## src/rsbk_pkg.sv

```systemverilog
`timescale 1ns / 1ps
// ---------------------------------------------------------------------------
// rsbk_pkg: shared types and constants of the record sorter
// Record layout, store sizing, state codes, register indexes and the
// ordering function used by every sort cell.
// ---------------------------------------------------------------------------
package rsbk_pkg;

    // store sizing
    localparam int MAX_RECORDS = 64;
    localparam int CNT_W       = $clog2(MAX_RECORDS + 1);
    localparam int IDX_W       = $clog2(MAX_RECORDS);

    // record fields
    localparam int TIME_W  = 16;
    localparam int PULSE_W = 8;
    localparam int DATA_W  = TIME_W + PULSE_W;

    // configuration port
    localparam int CFG_IDX_W  = 8;
    localparam int CFG_DATA_W = 1;
    localparam logic [CFG_IDX_W-1:0] CFG_KEY_SELECT = CFG_IDX_W'(0);
    localparam logic [CFG_IDX_W-1:0] CFG_DESCENDING = CFG_IDX_W'(1);

    typedef struct packed {
        logic [PULSE_W-1:0] pulse;
        logic [TIME_W-1:0]  time_ms;
    } t_record;

    typedef enum logic [1:0] {
        ST_LOAD,
        ST_SORT,
        ST_EMIT
    } t_state;

    // per-cell control from the sequencer
    typedef struct packed {
        logic load;
        logic shift;
        logic swap_right_en;
        logic swap_left_en;
        logic key_select;
        logic descending;
    } t_cell_ctrl;

    // true if record a must precede record b, false on equal keys
    function automatic logic goes_before(t_record a, t_record b, logic key_sel, logic desc);
        logic [TIME_W-1:0] ka;
        logic [TIME_W-1:0] kb;
        ka = key_sel ? TIME_W'(a.pulse) : a.time_ms;
        kb = key_sel ? TIME_W'(b.pulse) : b.time_ms;
        return desc ? (ka > kb) : (ka < kb);
    endfunction

endpackage

```

## src/rsbk_cell.sv

```systemverilog
`timescale 1ns / 1ps
// ---------------------------------------------------------------------------
// rsbk_cell: one slot of the sorting chain
// Holds one record. Loads a new record, takes part in an odd-even
// compare-exchange with one neighbor, or shifts toward the output end.
// ---------------------------------------------------------------------------
module rsbk_cell (
    input  logic                i_clk,
    input  rsbk_pkg::t_cell_ctrl i_ctrl,
    input  rsbk_pkg::t_record   i_in_rec,
    input  rsbk_pkg::t_record   i_left_rec,
    input  rsbk_pkg::t_record   i_right_rec,
    output rsbk_pkg::t_record   o_rec
);
    import rsbk_pkg::*;

    t_record r_rec;
    t_record n_rec;
    logic    take_right;
    logic    take_left;

    // exchange decisions, each pair sees the same strict compare
    assign take_right = i_ctrl.swap_right_en &&
                        goes_before(i_right_rec, r_rec, i_ctrl.key_select, i_ctrl.descending);
    assign take_left  = i_ctrl.swap_left_en &&
                        goes_before(r_rec, i_left_rec, i_ctrl.key_select, i_ctrl.descending);

    // next record select
    always_comb begin
        n_rec = r_rec;
        if (i_ctrl.load) begin
            n_rec = i_in_rec;
        end else if (i_ctrl.shift) begin
            n_rec = i_right_rec;
        end else if (take_right) begin
            n_rec = i_right_rec;
        end else if (take_left) begin
            n_rec = i_left_rec;
        end
    end

    // payload register, no reset
    always_ff @(posedge i_clk) begin
        r_rec <= n_rec;
    end

    assign o_rec = r_rec;

endmodule

```

## config.mk

```make
export PLATFORM = sky130hd
export DESIGN_NAME = rsbk_cell
export DESIGN_NICKNAME = d
export VERILOG_FILES = /design/src/rsbk_pkg.sv /design/src/rsbk_cell.sv
export SDC_FILE = /design/constraint.sdc
export NUM_CORES = 1
export LEC_CHECK = 0
export CAP_MARGIN = 25
export CORE_MARGIN = 2
export CORE_UTILIZATION = 35
export CTS_CLUSTER_DIAMETER = 40
export CTS_CLUSTER_SIZE = 25
export DETAILED_ROUTE_END_ITERATION = 8
export DONT_BUFFER_PORTS = 1
export GPL_TIMING_DRIVEN = 0
export HOLD_SLACK_MARGIN = 0.02
export PLACE_DENSITY_LB_ADDON = 0.1
export RECOVER_POWER = 100
export SLEW_MARGIN = 25
export SYNTH_ARGS = -nofsm -noshare
export SYNTH_HDL_FRONTEND = slang
export SYNTH_SLANG_ARGS = --single-unit
```

## constraint.sdc

```tcl
create_clock -name i_clk -period 10.9 [get_ports i_clk]
set_clock_uncertainty 0.1 [all_clocks]
set_input_delay 0 -clock i_clk [delete_from_list [all_inputs] [get_ports i_clk]]
set_output_delay 0 -clock i_clk [all_outputs]
set_load 0.1 [all_outputs]
```

# After elaboration in Yosys (flattened, before gate mapping)
# Cells that the tools add are included.
# op_classes
magnitude_cmp	4
n_mux	9
n_reduce_logical	3
# ops
operator	count
2-to-1 mux 24 bit	4
2-to-1 mux 16 bit	3
greater-than comparator 16 bit	2
< comparator 16 bit	2
nonzero test 4 bit	1
logical AND 1 bit	2
2-to-1 mux 1 bit	2
# totals
regBits	24
output_inout_bits	24
elab_cells	18

# Depth between registers and ports, before layout
# Gate-level depths: netlist of the first run.
# logic_depth
word_depth	8
depth_mapped	13

# Worst setup path before layout of the first run
# OpenSTA, ideal clock, no wires.
# synth_timing
kind	register to register
startpoint	register r_rec (netlist bit o_rec[17])
endpoint	register r_rec (netlist bit o_rec[0]), enable pin
setup_time_ns	0.487
arrival_ns	3.411
t_required_ns	10.313
setup_slack_ns	6.902
stages_incl_launch_ff	11
path_buffers	2
period_less_slack_ns	3.998
cell_sequence	edfxtp_1 > mux2i_1 > ha_1 > nor2b_1 > o211ai_1 > a2111o_1 > and4_1 > buf_2 > clkbuf_1 > nor4_1 > nand3b_1
# synth_between
elab_chain_len	5
elab_cells_between_ends	10
cone_classes	order compare (4); mux (3); reduce/logical (3)
# synth_lines
item	line_no	rtl
start, declared	rsbk_cell.sv:17	t_record r_rec;
start signal, assigned	rsbk_cell.sv:44	r_rec <= n_rec;
2-to-1 mux 16 bit (*)	rsbk_pkg.sv:50, rsbk_pkg.sv:51	
< comparator 16 bit / greater-than comparator 16 bit (equally long branches)	rsbk_pkg.sv:52	return desc ? (ka > kb) : (ka < kb);
2-to-1 mux 1 bit	rsbk_pkg.sv:52	
logical AND 1 bit (on tied branches)	rsbk_cell.sv:23, rsbk_cell.sv:25	
nonzero test 4 bit (no line) (*)	-	
# Mark *: on every way between the ends. The rest lies on a longest branch, timed or not.
# A chain may end at the register's enable or synchronous reset.

# Final worst setup path of the first run
# layout_timing
startpoint	input i_ctrl[1] (netlist bit)
endpoint	register r_rec (netlist bit o_rec[7]), enable pin
# layout_between
elab_chain_len	5
elab_cells_between_ends	12
cone_classes	order compare (4); mux (5); reduce/logical (3)
# layout_lines
item	line_no	rtl
start, declared	rsbk_cell.sv:9	input rsbk_pkg::t_cell_ctrl i_ctrl,
2-to-1 mux 16 bit (on tied branches)	rsbk_pkg.sv:50, rsbk_pkg.sv:51	
< comparator 16 bit / greater-than comparator 16 bit (equally long branches)	rsbk_pkg.sv:52	
2-to-1 mux 1 bit	rsbk_pkg.sv:52	
logical AND 1 bit (on tied branches)	rsbk_cell.sv:23, rsbk_cell.sv:25	
nonzero test 4 bit (no line) (*)	-	
# Marks and branches as above.

==> metrics, run 1 <==
drt first-iter violations 121; FF+latch area 721 µm²; pin slew with the least headroom to its limit 0.966 ns; cell total after placement 405; combined area of all synthesized cells 0.00289 mm²; Max Fclk 0.199 GHz; core area 0.00809 mm²; remaining max-slew budget at the tightest pin 35.6%; leading post-synthesis cells by cell area sky130_fd_sc_hd__edfxtp_1 (25%), sky130_fd_sc_hd__ha_1 (14%), sky130_fd_sc_hd__a41oi_2 (11%); fin crit share 46.0%; portion of synthesized cell area occupied by the leading cell type 25.0%; CP delay by family, top buffers and inverters; cell seen most often among critical-path stages sky130_fd_sc_hd__clkbuf_1; horizontal die dimension 94.8 µm; leakage power 0.00132 µW; Synth Instances 298; pin count of the biggest net entering global routing 14; via count of the first global-routing pass 2824; Worst Path Max Fanout 13; layout filler cell count 867; post-CTS clock slew at the launch and capture registers of the worst setup and hold paths 0.11 ns; warning count from the yosys run 0; total via count after detailed routing 2636; flip-flop cell with the highest count after synthesis sky130_fd_sc_hd__edfxtp_1; cell accounting for the most synthesized area sky130_fd_sc_hd__edfxtp_1; flip-flop and latch count after synthesis 24; die height 94.8 µm; total congestion overflow after global routing 0; per-instance average area after synthesis 9.68 µm²; detail-routed via count per cell 5.77; post-layout instance count excluding filler cells 457; final layout net count 464; outcome finished, violations left; R2R Setup Slk 5.99 ns; Setup Crit Path Kind in -> reg; clock tree from TritonCTS yes; cell breakdown of the critical path clkbuf_1 -> clkbuf_1 -> mux2i_1 -> ha_1 -> a21oi_1 -> o21ai_0 -> a21oi_1 -> and4_1 -> clkbuf_1 -> clkbuf_1 -> nor4_1 -> nand3b_1 -> clkbuf_1; full die area 0.00899 mm²; Largest register FFs 24; final total negative setup slack 0 ns; Startpoint Class primary input; gr usage total 23.8%; number of top-level pins 103; number of detailed-route iterations in the first pass 4; number of synthesized flops with an enable pin 24; buffer and inverter count on the worst path 5; power density of the placed cells 118 mW/mm²; unrepaired setup endpoints after global routing no; failing checks negative hold slack; post-detailed-route wirelength per cell 22.7 µm; Setup-failing EPs final 0; synthesized net count 409; clock latency reported for the late side of the worst-skew pair 0.29 ns; remaining antenna violation count after routing 0; buffers added on ports 0; maximum single-stage delay on the critical path 0.73 ns; total CTS buffers 3; initial core utilization 35.7%; buffer type at the clock tree root sky130_fd_sc_hd__clkbuf_8; most frequent cells after synthesis sky130_fd_sc_hd__a21oi_1 (37), sky130_fd_sc_hd__nor2b_1 (37), sky130_fd_sc_hd__ha_1 (32), sky130_fd_sc_hd__edfxtp_1 (24), sky130_fd_sc_hd__o31ai_1 (24); share of async-settable or async-resettable flops after synthesis 0%; number of buffers on the longest clock path 2; Final Hold Vio Count 1; # diodes 0; DRC errors left 0; number of violations of the max-capacitance limit 0; half-perimeter wire length after detailed placement 7600 µm; area added between synthesis and finish 22.9%; required time reported for the critical path endpoint 10.73 ns; CTS sink cnt 24; type of the most critical hold path in -> reg; Peak supply drop 0.0000518 V; min Tclk post-route 5.01 ns; antenna violations before repair 0; Cell variety after synth 34; tightest hold margin -0.00214 ns; Seq/Total Area, Yosys 25.0%; Slew Viols, Final 0; fraction of layout instances using a drive strength above 1 11.1%; routability cong. 0.865; arrival time of the worst setup path 4.84 ns; crit path max-delay cell type sky130_fd_sc_hd__clkbuf_1; total wirelength of the detailed-routed design 10400 µm; CTS H-tree lvls 1; total number of placement rows 33; global-route wire length before repair 15900 µm; Worst setup EP type flip-flop; footprint of the multi-input gates 0.00197 mm²; post-CTS setup buffer count 0
timing repair:
item	4_1_cts	5_1_grt
endpoints found under the hold margin	24	0
endpoints found under the setup margin	0	0
hold buffers	48	0
gates resized for setup	0	0
cells by family after synthesis:
kind of cell | synth area share (%)
flops | 25.0
compound gates | 29.7
simple gates | 16.1
fa+ha+maj | 13.9
buf+inv | 6.63
mux | 8.67
layout make-up:
| cell class | instances | share of cell area (%) |
|---|---|---|
| multi-input combinational | 232 | 55.6 |
| sequential | 24 | 20.3 |
| timing repair buffer | 50 | 13.8 |
| tap | 105 | 3.70 |
| buffer | 24 | 3.42 |
| inverter | 18 | 1.90 |
| clock buffer | 3 | 1.16 |
| clock inverter | 1 | 0.106 |
power by group:
group / switching, µW / internal, µW / leakage [µW]
logic: 78.4 / 66.1 / 0.00106
registers: 94.0 / 118 / 0.000245
clock network: 38.0 / 25.5 / 0.0000231
final timing paths:
path	startpoint	end	cells after the start
worst max-delay path	i_ctrl[1]	o_rec[7]	13
worst min-delay path	i_ctrl[0]	o_rec[20]	2
worst max register to register	o_rec[23]	o_rec[7]	11
worst min register to register	o_rec[15]	o_rec[20]	6
worst reg2reg max path, stage by stage, from the launching register on:
cell and delay, ns:
sky130_fd_sc_hd__edfxtp_1 0.98, sky130_fd_sc_hd__mux2i_1 0.26, sky130_fd_sc_hd__ha_1 0.38, sky130_fd_sc_hd__a21oi_1 0.14, sky130_fd_sc_hd__o21ai_0 0.16, sky130_fd_sc_hd__a21oi_1 0.39, sky130_fd_sc_hd__and4_1 0.25, sky130_fd_sc_hd__clkbuf_1 0.38
sky130_fd_sc_hd__clkbuf_1 0.56, sky130_fd_sc_hd__nor4_1 0.11, sky130_fd_sc_hd__nand3b_1 0.19, sky130_fd_sc_hd__clkbuf_1 0.65
routing by layer:
layer,vias up,track usage [%],share of wire (%)
li1,1261,-,-
met2,93,41.3,48
met5,-,0,0
met1,1274,30.1,42
met3,8,5.91,8.7
met4,0,4.59,1.3
stage by stage:
| stage | hold slack [ns] | area (µm²) | utilization, % | power [µW] | worst slack (ns) |
|---|---|---|---|---|---|
| 2_1_floorplan | 0.129 | 2890 | - | 303 | 6.90 |
| 3_3_place_gp | 0.135 | 3020 | 37.3 | 336 | 5.59 |
| 3_5_place_dp | 0.140 | 3040 | 37.6 | 338 | 6.27 |
| 4_1_cts | 0.0431 | 3560 | 44.0 | 421 | 6.47 |
| 5_1_grt | 0.0321 | 3550 | 43.8 | 441 | 5.61 |
| 6_report | -0.00214 | 3550 | 43.8 | 420 | 5.89 |
layout by cell type (no fill, tap or decap), types with 2 or more instances in the layout:
cell,count
sky130_fd_sc_hd__nand4_1,7
sky130_fd_sc_hd__a41oi_2,20
sky130_fd_sc_hd__clkbuf_1,19
sky130_fd_sc_hd__mux2i_1,16
sky130_fd_sc_hd__o31ai_1,24
sky130_fd_sc_hd__mux2_2,8
sky130_fd_sc_hd__buf_6,4
sky130_fd_sc_hd__nand2b_1,16
sky130_fd_sc_hd__dlygate4sd3_1,48
sky130_fd_sc_hd__a21oi_1,37
sky130_fd_sc_hd__buf_1,2
sky130_fd_sc_hd__nor2_1,2
sky130_fd_sc_hd__nor2b_1,37
sky130_fd_sc_hd__edfxtp_1,24
sky130_fd_sc_hd__inv_1,18
sky130_fd_sc_hd__o21ai_0,5
sky130_fd_sc_hd__o211ai_1,2
sky130_fd_sc_hd__nor4_1,2
sky130_fd_sc_hd__ha_1,32
sky130_fd_sc_hd__clkbuf_8,3
sky130_fd_sc_hd__a41oi_1,4
sky130_fd_sc_hd__nand2_1,7
Power figures use the tool's default switching activity.
==> run 2: changes to the inputs <==
Clock period 10.9 ns to 4.6 ns, I/O delays scaled along.
==> run 2 against run 1 <==
- non-clock buffer count unchanged
- sequential power increased by 140%
- via count increased by 1.5%
- the flow now finishes without violations
- die area unchanged
- critical endpoint is now o_rec[12]
- clock power increased by 140%
- setup slack got worse by 5.6 ns
==> metrics, run 2 (synthesis gave the netlist of run 1 again) <==
half-perimeter wire length after detailed placement 7600 µm (unchanged); buffers added on ports 0 (unchanged); remaining antenna violation count after routing 0 (unchanged); cell breakdown of the critical path mux2i_1 -> ha_1 -> a21oi_1 -> o21ai_0 -> a21oi_1 -> nand4_1 -> clkbuf_2 -> a41oi_1 -> a21oi_1 -> dlygate4sd3_1; maximum single-stage delay on the critical path 0.98 ns (+0.25 ns); die height 94.8 µm (unchanged); internal power summed over all cells 496 µW (+140%); switching part of the total power 50.1% (-0.078 points); pin count of the biggest net entering global routing 14 (unchanged); Worst setup EP type flip-flop; initial core utilization 35.7% (unchanged); layout filler cell count 872 (+0.58%); fraction of layout instances using a drive strength above 1 11.6% (+0.57 points); Slew Viols, Final 0 (unchanged); post-layout util 43.6% (-0.28 points); detail-routed via count per cell 5.85 (+1.5%); unrepaired setup endpoints after global routing no; part of the power in registers 50.5% (about the same); Peak supply drop 0.000123 V (+140%); number of detailed-route iterations in the first pass 4 (unchanged); share of total power in combinational logic 34.3% (about the same); leakage power 0.00134 µW (+1.4%); Hold Path Depth 2 (unchanged); number of buffers on the longest clock path 2 (unchanged); min Tclk post-route 4.32 ns; outcome complete, no violations; routability cong. 0.865 (unchanged); smallest setup slack after layout 0.282 ns (-5.61 ns); # diodes 0 (unchanged); power density of the placed cells 282 mW/mm² (+140%); Worst Setup Slack post-DPL -0.0281 ns (-6.30 ns); Final Hold Vio Count 0 (-1); drt first-iter violations 134 (+11%); crit path max-delay cell type sky130_fd_sc_hd__edfxtp_1; clock latency reported for the late side of the worst-skew pair 0.29 ns (about the same); Setup-failing EPs final 0 (unchanged); total CTS buffers 3 (unchanged); post-CTS clock slew at the launch and capture registers of the worst setup and hold paths 0.11 ns (about the same); horizontal die dimension 94.8 µm (unchanged); clock tree from TritonCTS yes; via count of the first global-routing pass 2824 (unchanged); final total negative setup slack 0 ns (unchanged); switching power of the nets 497 µW (+140%); total via count after detailed routing 2675 (+1.5%); R2R Setup Slk 0.28 ns (-5.71 ns); CTS sink cnt 24 (unchanged); gr usage total 23.8% (unchanged); buffer type at the clock tree root sky130_fd_sc_hd__clkbuf_8; Setup Crit Path Kind reg -> reg; arrival time of the worst setup path 4.26 ns (-0.58 ns); remaining max-slew budget at the tightest pin 35.4% (-0.17 points); full die area 0.00899 mm² (unchanged); Worst Path Max Fanout 10 (-3); antenna violations before repair 0 (unchanged); required time reported for the critical path endpoint 4.54 ns (-6.19 ns); global-route wire length before repair 15900 µm (unchanged); post-CTS setup buffer count 0 (unchanged); total number of placement rows 33 (unchanged); number of top-level pins 103 (unchanged); Max Fclk 0.232 GHz; total wirelength of the detailed-routed design 10400 µm (+0.32%); CTS H-tree lvls 1 (unchanged); power share of the clock group 15.2% (about the same); Largest register FFs 24 (unchanged); type of the most critical hold path in -> reg; area added between synthesis and finish 22.2%; DRC errors left 0 (unchanged); fin crit share 93.9%; Startpoint Class flip-flop; final layout net count 464 (unchanged); number of violations of the max-capacitance limit 0 (unchanged); total congestion overflow after global routing 0 (unchanged); most common cell after layout, fill and taps aside sky130_fd_sc_hd__dlygate4sd3_1; cell seen most often among critical-path stages sky130_fd_sc_hd__a21oi_1; post-detailed-route wirelength per cell 22.7 µm (+0.32%); commonest cells after routing, fill and taps aside sky130_fd_sc_hd__dlygate4sd3_1 (48), sky130_fd_sc_hd__nor2b_1 (37), sky130_fd_sc_hd__a21oi_1 (37); Worst Reg2Reg Path Length in Cells 10 (-1); core area 0.00809 mm² (unchanged); pin slew with the least headroom to its limit 0.968 ns (+0.00262 ns)
[run 2: cell counts in the layout (fill, tap and decap cells not counted)]
Identical to the previous run, type by type.
[run 2: cell type report]
type / count / area, µm² / share of cell area (%)
Tap cell: 105 / 131 / 3.73
Clock buffer: 3 / 41.3 / 1.17
Multi-Input combinational cell: 232 / 1940 / 55.1
Timing Repair Buffer: 50 / 490 / 13.9
Clock inverter: 1 / 3.75 / 0.106
Sequential cell: 24 / 721 / 20.4
Inverter: 18 / 67.6 / 1.92
Buffer: 24 / 128 / 3.62
[run 2: path summary, 6_finish.rpt]
path / from / endpoint
hold / removal: i_ctrl[0] / o_rec[20]
setup reg to reg: o_rec[23] / o_rec[12]
hold reg to reg: o_rec[15] / o_rec[20]
setup / recovery: o_rec[23] / o_rec[12]
[run 2: repair_timing]
action	4_1_cts	5_1_grt
gates resized for setup	0	6
endpoints found under the hold margin	24	0
hold buffers	48	0
endpoints found under the setup margin	0	19
[run 2: power by group through the flow]
| stage | Sequential (µW) | Clock, µW | Combinational [µW] |
|---|---|---|---|
| CTS | 502 | 153 | 343 |
| detailed placement | 507 | 0 | 295 |
| global placement | 507 | 0 | 289 |
| floorplan | 500 | 0 | 218 |
| finish | 501 | 151 | 341 |
| global route | 506 | 158 | 378 |
[run 2: stage by stage]
step | cells | power, µW | hold slack (ns) | instance area, µm²
2_1_floorplan | 298 | 718 | 0.129 | 2890
3_3_place_gp | 403 | 796 | 0.135 | 3020
3_5_place_dp | 405 | 802 | 0.140 | 3040
4_1_cts | 457 | 998 | 0.0431 | 3560
5_1_grt | 457 | 1040 | 0.0357 | 3520
6_report | 457 | 993 | 0.0227 | 3520
[run 2: worst max-delay path, delay by kind of cell, from the launching register on]
kind | cells | cell delay (ns)
AND/OR/NAND/NOR | 1 | 0.34
adder cells (fa/ha/maj) | 1 | 0.38
buffers and inverters | 2 | 0.93
multiplexers | 1 | 0.26
flip-flops | 1 | 0.98
AO/OA/AOI/OAI | 5 | 1.08
[run 2: per-layer routing]
metal	GRT usage, %	share of wire [%]	vias up
li1	-	-	1261
met1	30.1	41	1295
met2	41.3	49	113
met3	5.91	8.9	6
met4	4.59	0.93	0
met5	0	0	-
